$ cat src/wms_pkg.sv
// ----------------------------------------------------------------------------
// wms_pkg
// Shared constants, types and arithmetic for the weighted monotone
// subsequence block.
// ----------------------------------------------------------------------------
package wms_pkg;

  localparam int HEIGHTS         = 256;
  localparam int HEIGHT_BITS     = $clog2(HEIGHTS);
  localparam int IN_HEIGHT_BITS  = 8;
  localparam int IN_WIDTH_BITS   = 16;
  localparam int WIDTH_BITS      = 16;
  localparam int TOTAL_BITS      = 32;

  typedef logic [TOTAL_BITS-1:0]  total_t;
  typedef logic [HEIGHT_BITS-1:0] hidx_t;

  typedef struct packed {
    logic load;
    logic scan;
    logic update;
    logic emit;
  } wms_cmd_t;

  typedef struct packed {
    logic scan_end;
    logic last;
    logic out_free;
  } wms_sts_t;

  function automatic total_t sat_add(input total_t a, input total_t b);
    logic [TOTAL_BITS:0] s;
    s = {1'b0, a} + {1'b0, b};
    return s[TOTAL_BITS] ? {TOTAL_BITS{1'b1}} : s[TOTAL_BITS-1:0];
  endfunction

  function automatic hidx_t clamp_height(input logic [IN_HEIGHT_BITS-1:0] x);
    if (32'(x) >= HEIGHTS) begin
      return HEIGHT_BITS'(HEIGHTS - 1);
    end
    return HEIGHT_BITS'(x);
  endfunction

endpackage

$ cat src/wms_ctrl.sv
// ----------------------------------------------------------------------------
// wms_ctrl
// Sequencer: accepts one beat, runs the table scan, the update and, on the
// last beat of a case, the result hand-off.
// ----------------------------------------------------------------------------
module wms_ctrl (
  input  logic              clk,
  input  logic              rst,
  input  logic              in_valid,
  output logic              in_stall,
  input  wms_pkg::wms_sts_t sts,
  output wms_pkg::wms_cmd_t cmd
);
  import wms_pkg::*;

  typedef enum logic [4:0] {
    ST_IDLE   = 5'b00001,
    ST_SCAN   = 5'b00010,
    ST_FINISH = 5'b00100,
    ST_UPDATE = 5'b01000,
    ST_EMIT   = 5'b10000
  } state_t;

  state_t state, state_next;

  always_ff @(posedge clk) begin
    if (rst) begin
      state <= ST_IDLE;
    end else begin
      state <= state_next;
    end
  end

  always_comb begin
    state_next = state;
    cmd        = '0;
    in_stall   = 1'b1;
    case (state)
      ST_IDLE: begin
        in_stall = 1'b0;
        if (in_valid) begin
          cmd.load   = 1'b1;
          state_next = ST_SCAN;
        end
      end
      ST_SCAN: begin
        cmd.scan = 1'b1;
        if (sts.scan_end) begin
          state_next = ST_FINISH;
        end
      end
      ST_FINISH: begin
        state_next = ST_UPDATE;
      end
      ST_UPDATE: begin
        cmd.update = 1'b1;
        state_next = sts.last ? ST_EMIT : ST_IDLE;
      end
      ST_EMIT: begin
        if (sts.out_free) begin
          cmd.emit   = 1'b1;
          state_next = ST_IDLE;
        end
      end
      default: begin
        state_next = ST_IDLE;
      end
    endcase
  end

endmodule

$ cat config.mk
export PLATFORM = sky130hd
export DESIGN_NAME = wms_ctrl
export DESIGN_NICKNAME = d
export VERILOG_FILES = /design/src/wms_pkg.sv /design/src/wms_ctrl.sv
export SDC_FILE = /design/constraint.sdc
export NUM_CORES = 1
export LEC_CHECK = 0
export BUFFER_PORTS_ARGS = -buffer_cell sky130_fd_sc_hd__buf_2
export CORE_AREA = 2 2 39 41
export DETAILED_ROUTE_END_ITERATION = 6
export DIE_AREA = 0 0 41 43
export GPL_TIMING_DRIVEN = 0
export PLACE_DENSITY = 0.47
export SYNTH_ARGS = -nofsm -noshare
export SYNTH_HDL_FRONTEND = slang
export SYNTH_SLANG_ARGS = --single-unit
$ cat constraint.sdc
create_clock -name clk -period 1.7 [get_ports clk]
set_input_delay 0.085 -clock clk [delete_from_list [all_inputs] [get_ports clk]]
set_output_delay 0.085 -clock clk [all_outputs]
set_load 0.02 [all_outputs]
==> impl_metrics.toml, run 1 <==
[run_status]
status = "finished clean"

[place]
dpl.cell_count = 63
port_buffers = 10
dp_hpwl_um = 542.7
place.gp.congestion = 0.6771
dpl_cell_area_um2 = 376.6

[setup_path]
cp.arrival_ns = 1.49
critical-path-slowest-cell = "or4_4"
rr_endpoint = "state[1]"
worst-setup-path-type = "flop to output pin"
rr_worst_depth = 3
cp_max_fo = 7
cp_cell_sequence = "or4_4 > nor3_1 > buf_2"
crit_path_end_kind = "output pin"
slowest_delay_ns = 0.54
r2r_start = "state[2]"
crit_required_ns = 1.62
r2r_slack_ns = 0.18
cp-start-kind = "flop"

[clock_tree]
cts_max_level = 1
clk_pin_slew_ns = 0.06
clk_path_buf_depth = 2
cts-buffers-inserted = 3
cts_hold_buffers = 0
cts_tree = "done"
post-cts-setup-buffer-count = 0
clk-insertion-delay-late_ns = 0.26
cts_resized = 0
cts_num_sinks = 5
cts_root_buf = "clkbuf_4"

[yosys]
netlist_area_um2 = 306.5
avgSynthCellArea_um2 = 8.285
synth.largest_area_cell = "dfxtp_1"
synth_area_leaders = "dfxtp_1, and3b_1, nor3_1"
netlist_instances = 37
synth_top_area_share_pct = 32.65
yosysSeqAreaShare_pct = 32.65
synth_seq_cells = 5
syn-num-nets = 43
synth_cell_types = 23
synth_warnings = 0

[finish]
regMostFlops = "state"
layout_common_cells = "buf_2, dfxtp_1, inv_1, nor3_1, clkbuf_4"
stdcell_count = 67
layout_commonest_cell = "buf_2"
drive_gt1_share_pct = 35.29
fin_nets = 58
final_area_um2 = 404.1
reg_top3 = "state: 5 flops"
area_growth_pct = 31.84
largest_register_ffs = 5
num_antenna_cells = 0

[die]
die_width_um = 41
io_pins = 11
die_area_um2 = 1763
rows = 14
initial_core_util_pct = 22.15
core-area_um2 = 1384
die_h_um = 43

[sta]
relSlewSlack_pct = 72.72
hold_slack_ns = 0.02709
hold_viol = 0
finalCritPeriodShare_pct = 92.75
fin_crit_ns = 1.577
fmax_mhz = 634.2
finClkSkew_ns = 0.01192
rsz0062_at_grt = "no"
tightestPinTransition_ns = 0.4061
finalMaxSlewViolations = 0
tns_ns = 0
setup_viol = 0

[run]
cap_violations = 0

[power]
power.total_uw = 365.1
power_density_nw_per_um2 = 903.5
power.leakage_uw = 0.0001808
vdd_drop_max_v = 0.0001671

[routing]
avgRoutedWirePerCell_um = 10.72
first_iter_violations = 4
routed_wl_um = 718
vias_per_cell = 4.925
drc = 0
vias = 330
ant_nets = 0
drt-pass1-iter-count = 4

[global_route]
grt_pass1_wl_um = 1083
antenna_found_initial = 0
grt_pass1_vias = 294
overflow = 0
grt_max_degree = 9
grt.total_usage_pct = 9.529

[hold_path]
hold_path_depth = 2
hp-class = "input port to flop"
holdPathEnd = "state[3]"
hp-start = "rst"
[routing by layer]
metal  vias up  share of wire [%]  global-route usage [%]  wire, um
met4         0                3.2                   10.00        23
met3         3                3.9                   3.141        28
met2        11                 49                   13.75       352
met1       150                 44                   9.615       313
li1        166                  -                       -         -
met5         -                  0                       0         0
[kinds of logic (layout without fill, tap and decap cells)]
group / after synthesis / after routing / share of synthesized area, %
AND/OR/NAND/NOR: 19 / 19 / 38.78
flip-flops: 5 / 5 / 32.65
buffers and inverters: 4 / 18 / 4.897
AO/OA/AOI/OAI: 9 / 9 / 23.68
[synthesized netlist by cell type]
library cell / instances
or2_2: 1
o21ai_0: 2
dfxtp_1: 5
inv_1: 4
nor4_1: 1
and3b_1: 2
o311a_2: 1
nor2b_1: 1
o211ai_1: 1
a21boi_0: 1
or4_4: 1
nand4b_1: 1
or4_1: 1
and3_1: 1
or3_1: 2
nor2_1: 2
a31oi_1: 1
o21bai_1: 1
a211oi_1: 1
nand2b_1: 1
nand2_1: 2
a221oi_2: 1
nor3_1: 3
[critical path, delay by kind of cell (launching register included)]
kind	cells	cell delay, ns
buffers and inverters	1	0.19
DFF	1	0.36
and+or+nand+nor	2	0.68
[power breakdown]
| group | internal, uW | switching (uW) | leakage, uW | total [uW] |
|---|---|---|---|---|
| logic | 37.8 | 46.9 | 0.000122 | 84.8 |
| clock network | 85.9 | 61.7 | 0.0000177 | 148 |
| registers | 124 | 8.71 | 0.0000408 | 133 |
[through the flow]
step	utilization (%)	worst slack, ns
finish	29.20	0.1233
global route	29.20	0.04384
CTS	29.20	0.1245
detailed placement	27.22	0.2271
global placement	27.22	0.2201
floorplan	-	0.1930
[area by class of cell]
class	count	area, um2
clock inverter	1	5.005
sequential	5	100.1
inverter	4	15.01
multi-input combinational	28	191.4
timing repair buffer	10	50.05
tap	16	20.02
fill	155	979.7
clock buffer	3	22.52
[how the worst max path moves through the flow]
stage | from | to | cells past startpoint
after floorplan | state[2] | state[2] | 3
after global routing | state[2] | cmd[3] | 4
final | state[2] | cmd[0] | 3
after CTS | state[2] | cmd[0] | 3
after global placement | state[2] | state[1] | 3
after detailed placement | state[2] | state[1] | 3
Note: power is estimated with default switching activity, not from simulation.
==> inputs of run 2 (changes only) <==
--- a/config.mk
+++ b/config.mk
@@ -11,6 +11,7 @@
 export DIE_AREA = 0 0 41 43
 export GPL_TIMING_DRIVEN = 0
 export PLACE_DENSITY = 0.47
+export RECOVER_POWER = 50
 export SYNTH_ARGS = -nofsm -noshare
 export SYNTH_HDL_FRONTEND = slang
 export SYNTH_SLANG_ARGS = --single-unit
==> run 2 against run 1 <==
Compared with the run above: utilization is 0.36 points lower; count of clock-buffer cells in the layout is the same; highest routed layer unchanged; sequential power barely moved; routed wire length decreased by 0.56%; worst setup slack lost 0.037 ns.
==> impl_metrics.toml, run 2 (synthesis gave the netlist of run 1 again) <==
[routing]
vias_per_cell = 4.821
drt-pass1-iter-count = 2
vias = 323
drc = 0
ant_nets = 0
routed_wl_um = 714
avgRoutedWirePerCell_um = 10.66
first_iter_violations = 2

[sta]
tightestPinTransition_ns = 0.4023
fin_crit_ns = 1.614
finalCritPeriodShare_pct = 94.92
hold_slack_ns = 0.02927
tns_ns = 0
finClkSkew_ns = 0.01236
finalMaxSlewViolations = 0
rsz0062_at_grt = "no"
setup_ws_ns = 0.08628
setup_viol = 0
fmax_mhz = 619.7
relSlewSlack_pct = 72.97
hold_viol = 0

[clock_tree]
clk_path_buf_depth = 2
cts_num_sinks = 5
clk-insertion-delay-late_ns = 0.26
cts_root_buf = "clkbuf_4"
cts-buffers-inserted = 3
cts_resized = 0
clk_pin_slew_ns = 0.06
post-cts-setup-buffer-count = 0
cts_max_level = 1
cts_tree = "done"
cts_hold_buffers = 0

[place]
place.gp.congestion = 0.6771
place_ws_ns = 0.2271
dp_hpwl_um = 542.7
port_buffers = 10

[power]
seqPwrFrac_pct = 36.8
net-switching-power_uw = 115.7
p_sw_share_pct = 32.18
comb_power_share_pct = 22.6
vdd_drop_max_v = 0.0001546
power_density_nw_per_um2 = 900.9
clockPowerShare_pct = 40.6
power.leakage_uw = 0.0001756
power.internal_uw = 243.9

[hold_path]
hp-class = "input port to flop"

[finish]
drive_gt1_share_pct = 31.37
largest_register_ffs = 5
layout_commonest_cell = "buf_2"
layout_common_cells = "buf_2, dfxtp_1, inv_1, nor3_1, clkbuf_4"
num_antenna_cells = 0
area_growth_pct = 30.20
fin_nets = 58
reg_top3 = "state: 5 flops"
regMostFlops = "state"

[die]
rows = 14
die_h_um = 43
initial_core_util_pct = 22.15
io_pins = 11
core-area_um2 = 1384
die_area_um2 = 1763
die_width_um = 41

[setup_path]
cp_max_fo = 7
crit_path_end_kind = "output pin"
cp.arrival_ns = 1.53
r2r_slack_ns = 0.18
cp-start-kind = "flop"
worst-setup-path-type = "flop to output pin"
crit_required_ns = 1.62

[global_route]
overflow = 0
grt_pass1_vias = 294
grt_pass1_wl_um = 1083
antenna_found_initial = 0
grt.total_usage_pct = 9.529
grt_max_degree = 9

[run_status]
status = "finished clean"

[run]
cap_violations = 0
-- run 2: cell count changes in the layout (fill, tap and decap cells not counted) --
cell,previous run,this run
clkbuf_1,0,1
or4_4,1,0
buf_2,10,9
or4_1,1,2
-- run 2: through the flow --
step / cells / utilization (%) / cell area [um2] / power [uW]
after floorplan: 37 / - / 306.5 / 193.7
after global placement: 63 / 27.22 / 376.6 / 220.3
after detailed placement: 63 / 27.22 / 376.6 / 219.2
after CTS: 67 / 29.20 / 404.1 / 370.3
after global routing: 67 / 28.84 / 399.1 / 376.2
final: 67 / 28.84 / 399.1 / 359.6
-- run 2: final timing paths --
kind / start / end / cells after the start
min: rst / state[3] / 2
min reg2reg: state[2] / state[3] / 2
max reg2reg: state[2] / state[1] / 3
max: state[2] / cmd[0] / 3
-- run 2: worst max-delay path, stage by stage (launching register included) --
cell,delay [ns]
dfxtp_1,0.36
or4_1,0.57
nor3_1,0.15
buf_2,0.19
-- run 2: per-layer routing --
layer  track usage, %  up-vias  share of wire (%)
li1                 -      167                  -
met1            9.615      146                 45
met2            13.75        7                 49
met3            3.141        3                2.8
met4            10.00        0                2.9
met5                0        -                  0
-- run 2: power by group through the flow --
stage / clock, uW / sequential [uW] / combinational (uW)
floorplan: 0 / 132 / 61.3
global placement: 0 / 136 / 84.7
detailed placement: 0 / 135 / 84.5
CTS: 152 / 133 / 85.4
global route: 155 / 134 / 87.1
finish: 146 / 132 / 81.3
-- run 2: layout make-up --
type                    instances  area [um2]
clock buffers                   3       22.52
clock inverters                 1       5.005
inverters                       4       15.01
repair buffers                 10       48.80
well taps                      16       20.02
flip-flops and latches          5       100.1
fillers                       157       984.7
multi-input cells              28       187.7
==> inputs of run 3 (changes only) <==
--- a/config.mk
+++ b/config.mk
@@ -10,7 +10,7 @@
 export DETAILED_ROUTE_END_ITERATION = 6
 export DIE_AREA = 0 0 41 43
 export GPL_TIMING_DRIVEN = 0
-export PLACE_DENSITY = 0.47
+export PLACE_DENSITY = 0.46
 export RECOVER_POWER = 50
 export SYNTH_ARGS = -nofsm -noshare
 export SYNTH_HDL_FRONTEND = slang
==> run 3 against run 2 <==
Compared with the run above: utilization rose by 0.18 points; combinational power grew 4.8%; largest cell class unchanged; clock skew decreased by 0.0074 ns.
==> impl_metrics.toml, run 3 (synthesis gave the netlist of run 1 again) <==
[run_status]
status = "finished clean"

[clock_tree]
cts_hold_buffers = 0
cts_max_level = 1
cts_num_sinks = 5
cts_root_buf = "clkbuf_4"
post-cts-setup-buffer-count = 0
cts_resized = 0
cts_tree = "done"
clk_path_buf_depth = 2
cts-buffers-inserted = 3
clk_pin_slew_ns = 0.04
clk-insertion-delay-late_ns = 0.25

[routing]
drt-pass1-iter-count = 2
vias = 346
ant_nets = 0
vias_per_cell = 5.164
drc = 0
avgRoutedWirePerCell_um = 11.85
first_iter_violations = 8
routed_wl_um = 794

[sta]
finClkSkew_ns = 0.004966
fin_crit_ns = 1.566
fmax_mhz = 638.6
relSlewSlack_pct = 75.30
finalMaxSlewViolations = 0
setup_viol = 0
finalCritPeriodShare_pct = 92.11
hold_viol = 0
tns_ns = 0
rsz0062_at_grt = "no"
tightestPinTransition_ns = 0.3677

[finish]
num_antenna_cells = 0
largest_register_ffs = 5
area.sequential_um2 = 100.1
final_area_um2 = 401.6
fin_nets = 58
reg_top3 = "state: 5 flops"
layout_commonest_cell = "buf_2"
layout_common_cells = "buf_2, dfxtp_1, inv_1, nor3_1, clkbuf_4"
drive_gt1_share_pct = 31.37
area_growth_pct = 31.02
fillCellCount = 152
regMostFlops = "state"
multi_input_area_um2 = 191.4

[global_route]
grt_pass1_wl_um = 1269
grt.total_usage_pct = 10.75
overflow = 0
antenna_found_initial = 0
grt_max_degree = 9
grt_pass1_vias = 311

[die]
die_h_um = 43
io_pins = 11
die_width_um = 41
core-area_um2 = 1384
die_area_um2 = 1763
rows = 14
initial_core_util_pct = 22.15

[power]
vdd_drop_max_v = 0.0001857
power_density_nw_per_um2 = 902.2
clockPowerShare_pct = 39.8
p_sw_share_pct = 30.65
comb_power_share_pct = 23.5
power.leakage_uw = 0.0001736
seqPwrFrac_pct = 36.7
power.total_uw = 362.4
net-switching-power_uw = 111.1
power.internal_uw = 251.3

[setup_path]
cp_max_fo = 7
crit_required_ns = 1.62
cp-start-kind = "flop"
worst-setup-path-type = "flop to output pin"
crit_path_end_kind = "output pin"
cp.arrival_ns = 1.48

[place]
place.gp.congestion = 0.7013
dp_hpwl_um = 585.9
dpl_cell_area_um2 = 376.6
port_buffers = 10

[run]
cap_violations = 0

[hold_path]
hp-class = "input port to flop"
==> run 3: per-layer routing <==
layer	vias to the layer above	track usage, %	part of all wire, %
li1	170	-	-
met1	169	14.19	46
met2	7	14.06	51
met3	0	1.571	3.1
met4	0	10.00	0
met5	-	0	0
==> run 3: final timing paths <==
path	start	depth (start not counted)	slack, ns	end
worst max-delay path	state[2]	3	0.13	cmd[0]
worst min-delay path	rst	2	0.04	state[3]
worst max register to register	state[2]	3	0.18	state[1]
worst min register to register	state[2]	2	0.54	state[3]
==> run 3: metrics by stage <==
step	setup slack [ns]	hold WS, ns	util [%]	instances
2_1_floorplan	0.1930	0.1612	-	37
3_3_place_gp	0.2171	0.2979	27.22	63
3_5_place_dp	0.1950	0.2998	27.22	63
4_1_cts	0.1379	0.03740	29.11	67
5_1_grt	0.06853	0.05410	29.02	67
6_report	0.1341	0.03896	29.02	67
==> run 3: power groups by stage <==
stage | clock network, uW | registers, uW | logic, uW
after floorplan | 0 | 132 | 61.3
after global placement | 0 | 135 | 84.7
after detailed placement | 0 | 135 | 85.7
after CTS | 148 | 133 | 85.7
after global routing | 158 | 134 | 93.1
final | 144 | 133 | 85.2
==> run 3: layout make-up <==
cell class	instances	share of cell area (%)
multi-input combinational	28	47.66
sequential	5	24.92
clock buffer	4	6.542
inverter	4	3.738
timing repair buffer	10	12.15
tap	16	4.984
==> run 3: critical path, cell delays in order, from the launching register on <==
cell and delay [ns]:
dfxtp_1 0.37, or4_4 0.55, nor3_1 0.14, buf_2 0.19
